$ cat config.mk
export PLATFORM = sky130hd
export DESIGN_NAME = price_level_order_queue
export DESIGN_NICKNAME = d
export VERILOG_FILES = /design/src/rtl/plq_pkg.sv /design/src/rtl/price_level_order_queue.sv /design/src/rtl/plq_ctrl.sv /design/src/rtl/plq_dp.sv
export SDC_FILE = /design/constraint.sdc
export NUM_CORES = 2
export LEC_CHECK = 0
export ABC_CLOCK_PERIOD_IN_PS = 8600
export CAP_MARGIN = 20
export CORE_MARGIN = 2
export CORE_UTILIZATION = 25
export DETAILED_ROUTE_END_ITERATION = 8
export DONT_BUFFER_PORTS = 1
export PLACE_DENSITY = 0.47
export SYNTH_ARGS = -nofsm -noshare
export SYNTH_HDL_FRONTEND = slang
export SYNTH_HIERARCHICAL = 1
export SYNTH_SLANG_ARGS = --single-unit
$ cat constraint.sdc
create_clock -name clk_i -period 8.6 [get_ports clk_i]
set_clock_uncertainty 0.05 [all_clocks]
set_input_delay 0.43 -clock clk_i [delete_from_list [all_inputs] [get_ports clk_i]]
set_output_delay 0.43 -clock clk_i [all_outputs]
set_load 0.02 [all_outputs]
$ cat src/rtl/plq_pkg.sv
package plq_pkg;

  localparam logic [1:0] CMD_ADD    = 2'd0;
  localparam logic [1:0] CMD_REMOVE = 2'd1;
  localparam logic [1:0] CMD_QUERY  = 2'd2;

  localparam logic [1:0] ST_OK        = 2'd0;
  localparam logic [1:0] ST_FULL      = 2'd1;
  localparam logic [1:0] ST_NOT_FOUND = 2'd2;
  localparam logic [1:0] ST_UNDERFLOW = 2'd3;

  localparam logic [1:0] RD_HERE = 2'd0;
  localparam logic [1:0] RD_NEXT = 2'd1;
  localparam logic [1:0] RD_SKIP = 2'd2;

  typedef struct packed {
    logic       load;
    logic       add_wr;
    logic       step;
    logic       shift_wr;
    logic       vol_wr;
    logic       erase_sum;
    logic       dec;
    logic       set_status;
    logic [1:0] status;
    logic [1:0] rd_off;
    logic       out_load;
  } plq_cmd_t;

  typedef struct packed {
    logic [1:0] cmd;
    logic       full;
    logic       empty;
    logic       match;
    logic       last;
    logic       anon;
    logic       vol_eq;
    logic       vol_gt;
  } plq_stat_t;

endpackage

$ cat src/rtl/price_level_order_queue.sv
// Channel | Direction | Handshake             | Word
// in      | input     | in_valid_i/in_stall_o | cmd, order_id, order_volume
// out     | output    | out_valid_o/out_stall_i | status, order_count, total_volume
//
// Add and query pass through accept, execute and done; a remove also searches
// the stored orders in turn for the order id and, when the order is erased,
// shifts the later orders down to close the gap, one memory read per cycle.
// Reset clears the order count and running total; stores need no clearing.
// Input is stalled while a word is in work; a held result does not block
// the next accept, only the delivery of the following result.
module price_level_order_queue #(
  parameter int MAX_ORDERS = 64
) (
  input  logic        clk_i,
  input  logic        rst_ni,
  input  logic        in_valid_i,
  output logic        in_stall_o,
  input  logic [1:0]  in_cmd_i,
  input  logic [31:0] in_order_id_i,
  input  logic [31:0] in_order_volume_i,
  output logic        out_valid_o,
  input  logic        out_stall_i,
  output logic [1:0]  out_status_o,
  output logic [6:0]  out_order_count_o,
  output logic [31:0] out_total_volume_o
);
  import plq_pkg::*;

  plq_cmd_t  cmd;
  plq_stat_t stat;

  plq_ctrl u_ctrl (
    .clk_i       (clk_i),
    .rst_ni      (rst_ni),
    .in_valid_i  (in_valid_i),
    .in_stall_o  (in_stall_o),
    .out_valid_o (out_valid_o),
    .out_stall_i (out_stall_i),
    .stat_i      (stat),
    .cmd_o       (cmd)
  );

  plq_dp #(
    .MAX_ORDERS (MAX_ORDERS)
  ) u_dp (
    .clk_i              (clk_i),
    .rst_ni             (rst_ni),
    .in_cmd_i           (in_cmd_i),
    .in_order_id_i      (in_order_id_i),
    .in_order_volume_i  (in_order_volume_i),
    .cmd_i              (cmd),
    .stat_o             (stat),
    .out_status_o       (out_status_o),
    .out_order_count_o  (out_order_count_o),
    .out_total_volume_o (out_total_volume_o)
  );

endmodule

$ cat src/rtl/plq_ctrl.sv
module plq_ctrl (
  input  logic              clk_i,
  input  logic              rst_ni,
  input  logic              in_valid_i,
  output logic              in_stall_o,
  output logic              out_valid_o,
  input  logic              out_stall_i,
  input  plq_pkg::plq_stat_t stat_i,
  output plq_pkg::plq_cmd_t  cmd_o
);
  import plq_pkg::*;

  localparam logic [2:0] S_IDLE  = 3'd0;
  localparam logic [2:0] S_EXEC  = 3'd1;
  localparam logic [2:0] S_SRCH  = 3'd2;
  localparam logic [2:0] S_SHIFT = 3'd3;
  localparam logic [2:0] S_DONE  = 3'd4;

  logic [2:0] state_q, state_d;
  logic       out_valid_q, out_valid_d;

  always_comb begin
    state_d = state_q;
    cmd_o   = '0;
    cmd_o.rd_off = RD_HERE;
    case (state_q)
      S_IDLE: begin
        if (in_valid_i) begin
          cmd_o.load = 1'b1;
          state_d    = S_EXEC;
        end
      end
      S_EXEC: begin
        case (stat_i.cmd)
          CMD_ADD: begin
            cmd_o.set_status = 1'b1;
            if (stat_i.full) begin
              cmd_o.status = ST_FULL;
            end else begin
              cmd_o.add_wr = 1'b1;
              cmd_o.status = ST_OK;
            end
            state_d = S_DONE;
          end
          CMD_REMOVE: begin
            if (stat_i.empty) begin
              cmd_o.set_status = 1'b1;
              cmd_o.status     = ST_NOT_FOUND;
              state_d          = S_DONE;
            end else begin
              state_d = S_SRCH;
            end
          end
          default: begin
            cmd_o.set_status = 1'b1;
            cmd_o.status     = ST_OK;
            state_d          = S_DONE;
          end
        endcase
      end
      S_SRCH: begin
        cmd_o.rd_off = RD_NEXT;
        if (stat_i.match) begin
          if (!stat_i.anon || stat_i.vol_eq) begin
            cmd_o.erase_sum = 1'b1;
            state_d         = S_SHIFT;
          end else if (stat_i.vol_gt) begin
            cmd_o.set_status = 1'b1;
            cmd_o.status     = ST_UNDERFLOW;
            state_d          = S_DONE;
          end else begin
            cmd_o.vol_wr     = 1'b1;
            cmd_o.set_status = 1'b1;
            cmd_o.status     = ST_OK;
            state_d          = S_DONE;
          end
        end else if (stat_i.last) begin
          cmd_o.set_status = 1'b1;
          cmd_o.status     = ST_NOT_FOUND;
          state_d          = S_DONE;
        end else begin
          cmd_o.step = 1'b1;
        end
      end
      S_SHIFT: begin
        cmd_o.rd_off = RD_SKIP;
        if (!stat_i.last) begin
          cmd_o.shift_wr = 1'b1;
          cmd_o.step     = 1'b1;
        end else begin
          cmd_o.dec        = 1'b1;
          cmd_o.set_status = 1'b1;
          cmd_o.status     = ST_OK;
          state_d          = S_DONE;
        end
      end
      S_DONE: begin
        if (!out_valid_q || !out_stall_i) begin
          cmd_o.out_load = 1'b1;
          state_d        = S_IDLE;
        end
      end
      default: begin
        state_d = S_IDLE;
      end
    endcase
  end

  always_comb begin
    out_valid_d = out_valid_q;
    if (cmd_o.out_load) begin
      out_valid_d = 1'b1;
    end else if (out_valid_q && !out_stall_i) begin
      out_valid_d = 1'b0;
    end
  end

  always_ff @(posedge clk_i or negedge rst_ni) begin
    if (!rst_ni) begin
      state_q     <= S_IDLE;
      out_valid_q <= 1'b0;
    end else begin
      state_q     <= state_d;
      out_valid_q <= out_valid_d;
    end
  end

  assign in_stall_o  = (state_q != S_IDLE);
  assign out_valid_o = out_valid_q;

endmodule

$ cat src/rtl/plq_dp.sv
module plq_dp #(
  parameter int MAX_ORDERS = 64
) (
  input  logic               clk_i,
  input  logic               rst_ni,
  input  logic [1:0]         in_cmd_i,
  input  logic [31:0]        in_order_id_i,
  input  logic [31:0]        in_order_volume_i,
  input  plq_pkg::plq_cmd_t  cmd_i,
  output plq_pkg::plq_stat_t stat_o,
  output logic [1:0]         out_status_o,
  output logic [6:0]         out_order_count_o,
  output logic [31:0]        out_total_volume_o
);
  import plq_pkg::*;

  localparam int AW = (MAX_ORDERS > 1) ? $clog2(MAX_ORDERS) : 1;
  localparam int CW = $clog2(MAX_ORDERS + 1);
  localparam int SW = 32 + CW;
  localparam logic [CW-1:0] MaxCount = CW'(MAX_ORDERS);

  logic [31:0] id_mem  [MAX_ORDERS];
  logic [31:0] vol_mem [MAX_ORDERS];

  logic [1:0]    req_cmd_q;
  logic [31:0]   req_id_q, req_vol_q;
  logic [CW-1:0] cmp_q, cmp_d;
  logic [CW-1:0] count_q, count_d;
  logic [SW-1:0] sum_q, sum_d;
  logic [1:0]    status_q;
  logic [31:0]   rd_id_q, rd_vol_q;

  logic [CW-1:0] rd_sum, cmp_inc;
  logic [AW-1:0] rd_addr, wr_addr;
  logic          id_we, vol_we;
  logic [31:0]   wr_id, wr_vol;
  logic [CW+6:0] count_ext;
  logic [31:0]   sat_sum;

  assign cmp_inc = cmp_q + CW'(1);
  assign rd_sum  = cmp_q + CW'(cmd_i.rd_off);
  assign rd_addr = rd_sum[AW-1:0];

  always_comb begin
    id_we   = 1'b0;
    vol_we  = 1'b0;
    wr_addr = cmp_q[AW-1:0];
    wr_id   = rd_id_q;
    wr_vol  = rd_vol_q;
    if (cmd_i.add_wr) begin
      id_we   = 1'b1;
      vol_we  = 1'b1;
      wr_addr = count_q[AW-1:0];
      wr_id   = req_id_q;
      wr_vol  = req_vol_q;
    end else if (cmd_i.shift_wr) begin
      id_we  = 1'b1;
      vol_we = 1'b1;
    end else if (cmd_i.vol_wr) begin
      vol_we = 1'b1;
      wr_vol = rd_vol_q - req_vol_q;
    end
  end

  always_ff @(posedge clk_i) begin
    if (id_we) begin
      id_mem[wr_addr] <= wr_id;
    end
    if (vol_we) begin
      vol_mem[wr_addr] <= wr_vol;
    end
    rd_id_q  <= id_mem[rd_addr];
    rd_vol_q <= vol_mem[rd_addr];
  end

  always_comb begin
    cmp_d   = cmp_q;
    count_d = count_q;
    sum_d   = sum_q;
    if (cmd_i.load) begin
      cmp_d = '0;
    end else if (cmd_i.step) begin
      cmp_d = cmp_inc;
    end
    if (cmd_i.add_wr) begin
      count_d = count_q + CW'(1);
      sum_d   = sum_q + SW'(req_vol_q);
    end else if (cmd_i.dec) begin
      count_d = count_q - CW'(1);
    end
    if (cmd_i.erase_sum) begin
      sum_d = sum_q - SW'(rd_vol_q);
    end else if (cmd_i.vol_wr) begin
      sum_d = sum_q - SW'(req_vol_q);
    end
  end

  always_ff @(posedge clk_i or negedge rst_ni) begin
    if (!rst_ni) begin
      count_q <= '0;
      sum_q   <= '0;
    end else begin
      count_q <= count_d;
      sum_q   <= sum_d;
    end
  end

  always_ff @(posedge clk_i) begin
    cmp_q <= cmp_d;
    if (cmd_i.load) begin
      req_cmd_q <= in_cmd_i;
      req_id_q  <= in_order_id_i;
      req_vol_q <= in_order_volume_i;
    end
    if (cmd_i.set_status) begin
      status_q <= cmd_i.status;
    end
  end

  assign count_ext = {7'd0, count_q};
  assign sat_sum   = (|sum_q[SW-1:32]) ? 32'hFFFF_FFFF : sum_q[31:0];

  always_ff @(posedge clk_i) begin
    if (cmd_i.out_load) begin
      out_status_o       <= status_q;
      out_order_count_o  <= count_ext[6:0];
      out_total_volume_o <= sat_sum;
    end
  end

  assign stat_o.cmd    = req_cmd_q;
  assign stat_o.full   = (count_q >= MaxCount);
  assign stat_o.empty  = (count_q == '0);
  assign stat_o.match  = (rd_id_q == req_id_q);
  assign stat_o.last   = (cmp_inc >= count_q);
  assign stat_o.anon   = (req_id_q == 32'd0);
  assign stat_o.vol_eq = (rd_vol_q == req_vol_q);
  assign stat_o.vol_gt = (req_vol_q > rd_vol_q);

endmodule
After elaboration in Yosys (flattened, before gate mapping):

Memories as Yosys holds them, arrays and structs flattened. A register that Yosys moved wholly into a read port is not among the register bits.
Index checks and enable logic that the tools add are counted.

* flip-flop bits (word level): 166
* bits in writable memories: 4096
* input port bits: 70
* output and inout bits: 43
* logic and storage cells: 107
* memories: 2

* add/subtract/negate cells: 8
* magnitude comparators: 3
* equal/unequal tests: 9
* muxes and demuxes: 57
* reductions and logical operators: 16

Memories
* u_dp.id_mem: words 64, width 32, rd ports 1, clocked after Yosys merged registers in 1, wr ports 1, line plq_dp.sv:22 `logic [31:0] id_mem [MAX_ORDERS];`
* u_dp.vol_mem: words 64, width 32, rd ports 1, clocked after Yosys merged registers in 1, wr ports 1, line plq_dp.sv:23 `logic [31:0] vol_mem [MAX_ORDERS];`

Operator list (number)
* 32-bit 2-to-1 mux: 4
* 39-bit 2-to-1 mux: 3
* 39-bit by 32-bit subtractor with 39-bit output: 2
* 32-bit equality test: 2
* 39-bit by 32-bit adder with 39-bit output: 1
* 3-bit 2-to-1 mux: 11
* 32-bit greater-than comparator: 1
* 32-bit zero test: 1
* 32-bit subtractor: 1
* 1-bit 2-to-1 mux: 26
* 3-bit case mux with 5 select lines: 1
* 7-bit by 1-bit adder with 7-bit output (second input constant): 2
* 7-bit 2-to-1 mux: 2
* 3-bit case mux with 3 select lines: 1
* 2-bit 2-to-1 mux: 4
* 7-bit >= comparator: 1
* 7-bit >= comparator (second input constant): 1
* 7-bit zero test: 1
* 7-bit OR reduction: 1
* 7-bit by 1-bit subtractor with 7-bit output (second input constant): 1
* 6-bit by 2-bit adder with 6-bit output: 1
* 3-bit by 2-bit equality test with 1-bit output (second input constant): 2
* 6-bit 2-to-1 mux: 1
* 3-bit case mux with 2 select lines: 1
* 16 further kinds: 21

Logic depth before layout (Yosys ltp):

* depth after elaboration: 11
* gate-level depth with buffers: 28
* gate-level depth less buffers: 25

Cells and area by module:

Netlist, hierarchy kept.

Modules (own cells, without submodules)
* plq_dp: instances 1, cells an instance 7328, area an instance 168863.2 um2, seq. area each 128843.6 um2
* plq_ctrl: instances 1, cells an instance 47, area an instance 401.6 um2, seq. area each 100.1 um2

Worst setup path after synthesis:

No wires, ideal clock.

* path type: reg-to-reg
* start: register u_dp.req_vol_q[0]
* end: memory u_dp.vol_mem[0][29] (data pin)
* setup time: 0.740 ns
* arrival: 6.241 ns
* data required time: 7.810 ns
* path slack: 1.569 ns
* stages on the path, launching flop included: 18
* buffers on the path: 3
* clock period less this slack: 7.031 ns
* cell sequence: edfxtp_1 ha_1 fa_1 nor2b_1 o31ai_1 a211oi_1 and4b_1 o21ai_1 a21oi_1 nor2_1 a211oi_1 nor3_1 clkbuf_1 nor2b_1 clkbuf_1 buf_1 nor3_1 a221oi_1

RTL lines
* start, declared: line plq_dp.sv:26 `logic [31:0] req_id_q, req_vol_q;`
* start signal, assigned: line plq_dp.sv:113 `req_vol_q <= in_order_volume_i;`
* end, declared: line plq_dp.sv:23

==> qor.csv <==
metric,value,unit
synthTopCellsByArea,"edfxtp_1 75%, mux4_2 18%, dfxtp_1 0.84%, dfrtp_1 0.74%, ha_1 0.64%",
cts_sinks,4326,
postSynthAreaPerCell,23.0,um2
dp_slack,1.36,ns
drv_slew,0,
ys_ff_latch,4326,
synth.net_count,7536,
synthCells,7375,
crit_type,reg2reg,
die_x,827,um
post_cts_resize_count,0,
ir_drop,0.333,mV
layout-drive-gt1-share,0.308,
crit_fanout,21,
postCtsSetupBuffers,0,
ant_nets,0,
hold_path_class,in2reg,
core-area,0.676,mm2
hpwl,302000,um
portBuffers,0,
routedWlPerCell,28.3,um
final_nets,8008,
outcome,completed,
netlist.area_leader.share,0.746,
hold_violations,0,
final_core_util,0.295,
postSynth.asyncResetShare,0.0116,
rsz0062_at_grt,false,
grtUsageTotal,0.139,
via_per_inst,4.66,
wl_met1,206000,um
arrival,8.24,ns
die_h,827,um
die_area,0.684,mm2
start_util,0.251,
timing.final.crit_period,7.39,ns
yosys-top-cells-count,"4205 x edfxtp_1, 1337 x mux4_2, 226 x nor2_1, 215 x clkbuf_1, 131 x nand2_1",
first_pass_iters,6,
worst_ep_required_time,9.44,ns
area_growth,17.6,%
yosysMostFrequentCell,edfxtp_1,
cts-buffers-inserted,429,
drc,0,
drtIter0Drc,8605,
grt_antenna_before_repair,63,
cts_root_buf,clkbuf_16,
finalCritPeriodShare,0.860,
yosys.area.top_type,edfxtp_1,
finalWorstSetupSlack,1.21,ns
wl_met2,240000,um
grt_pass1_wl,676000,um
p_per_area,359,mW/mm2
slew_headroom,0.0246,
setup_violations,0,
top_layer_used,met5,
clk_pin_slew,0.06,ns
yosysWarnings,6,
ctsLongestPathBuffers,4,
grt-ovfl-total,0,
clk_latency,1.04,ns
rows,302,
place.gp.congestion,0.820,
max_freq,135,MHz
tritoncts,done,
tightestPinTransition,1.46,ns
endpoint_kind,flop,
cts_max_level,5,
routed_wl,488000,um
synth_area,0.169,mm2
met3WireLength,27600,um
synth_cell_types,82,
grt_pass1_vias,82300,
yosysSeqAreaShare,0.762,
synth_ff_type,edfxtp_1,
setup_tns,0,ns
total_power,71.5,mW
grt_max_degree,120,
max_cap_violations,0,
holdBufCountCts,123,
synth_enable_flop_cells,4205,
vias,80200,
crit_path_start_kind,flop,
p_leak,59.9,nW
io_pins,113,
logic make-up (layout without fill, tap and decap cells):
| kind of cell | count (synthesis) | count (layout) | share of synthesized area |
|---|---|---|---|
| other cells | 0 | 14 | 0 |
| fa+ha+maj | 91 | 91 | 0.00690 |
| flops | 4326 | 4326 | 0.762 |
| mux | 1422 | 1422 | 0.183 |
| simple gates | 583 | 583 | 0.0163 |
| compound gates | 377 | 377 | 0.0140 |
| buf+inv | 437 | 1284 | 0.0106 |
| xor+xnor | 139 | 139 | 0.00719 |
per-layer routing:
metal | GRT usage | vias up
li1 | - | 32400
met1 | 0.187 | 44600
met2 | 0.235 | 2515
met3 | 0.0201 | 597
met4 | 0.0355 | 12
met5 | 0 | -
where the power goes:
part           leakage, nW  switching, mW  internal [mW]
logic                 14.1           15.3           9.63
registers             39.0          0.546           27.2
clock network         6.84           8.20           10.6
total                 59.9           24.0           47.4
final cells by class:
type,count,area [um2]
fill,65200,477000
sequential,4326,129000
multi-input combinational,2612,40100
clock buffer,547,11400
tap,8968,11200
timing repair buffer,410,4400
clock inverter,259,2710
inverter,68,255
antenna,14,35.0
worst max-delay path, stage by stage (launching register included):
cell      delay [ns]
edfxtp_1        0.42
ha_1            0.25
fa_1            0.40
nor2b_1         0.22
o31ai_1         0.16
a211oi_1        0.28
and4b_1         0.30
o21ai_1         0.50
a21oi_1         0.20
nor2_1          0.16
a211oi_1        0.12
nor3_2          0.54
buf_4           0.39
a31oi_1         0.09
xnor2_1         0.14
mux2i_1         0.25
ha_1            0.38
a21oi_1         0.24
nand2_1         0.09
o21ai_0         0.39
and3_1          0.28
o21ai_1         0.12
a21boi_0        0.38
o21ai_0         0.20
or4b_2          0.63
nand3_1         0.09
metrics by stage:
stage / hold WS [ns] / area (um2) / std cells
2_1_floorplan: 0.0844 / 169000 / 7375
3_3_place_gp: 0.0958 / 183000 / 16200
3_5_place_dp: 0.0971 / 184000 / 16300
4_1_cts: 0.00000544 / 199000 / 17200
5_1_grt: 0.0254 / 199000 / 17200
6_report: 0.0571 / 199000 / 17200
sequential cells by signal, indices dropped and copies added (netlist names), 32 cells and up:
signal and count:
u_dp/rd_id_q 32, u_dp/sum_q 39, u_dp/out_total_volume_o 32, u_dp/rd_vol_q 32
u_dp/id_mem 2048, u_dp/vol_mem 2048, u_dp/req_vol_q 32, u_dp/req_id_q 32
worst paths after layout:
check,start,to,slack [ns],cells after the start
max,u_dp/req_vol_q[0],u_dp/sum_q[22],1.21,25
min,in_order_volume_i[24],u_dp/req_vol_q[24],0.06,1
max reg2reg,u_dp/req_vol_q[0],u_dp/sum_q[22],1.21,25
min reg2reg,u_dp/sum_q[38],u_dp/sum_q[38],0.43,1
max in group asynchronous,rst_ni,u_dp/sum_q[14],7.51,4
min in group asynchronous,rst_ni,u_dp/count_q[4],0.60,4
layout by cell type, fill, tap and decap left out, types with 23 or more instances in the layout:
cell,Yosys,routed
nand3_1,37,37
clkinvlp_4,0,23
clkinv_2,0,87
xor2_1,57,56
nor2_4,0,129
edfxtp_1,4205,4205
dfrtp_1,50,50
a21o_1,40,40
mux2_2,38,30
mux2i_1,47,47
o21ai_0,73,65
or2_2,30,30
mux4_2,1337,1337
inv_1,67,66
a21oi_1,129,114
nand2_1,131,123
nor4_1,26,26
ha_1,87,86
nor2b_1,24,23
a211oi_1,24,24
dfxtp_1,71,71
buf_12,0,75
clkbuf_1,215,101
dlygate4sd3_1,0,121
xnor2_1,82,79
bufinv_16,0,41
clkbuf_16,0,432
nor2_1,226,95
clkinv_1,1,68
buf_4,3,210
Note: power is estimated with default switching activity, not from simulation.
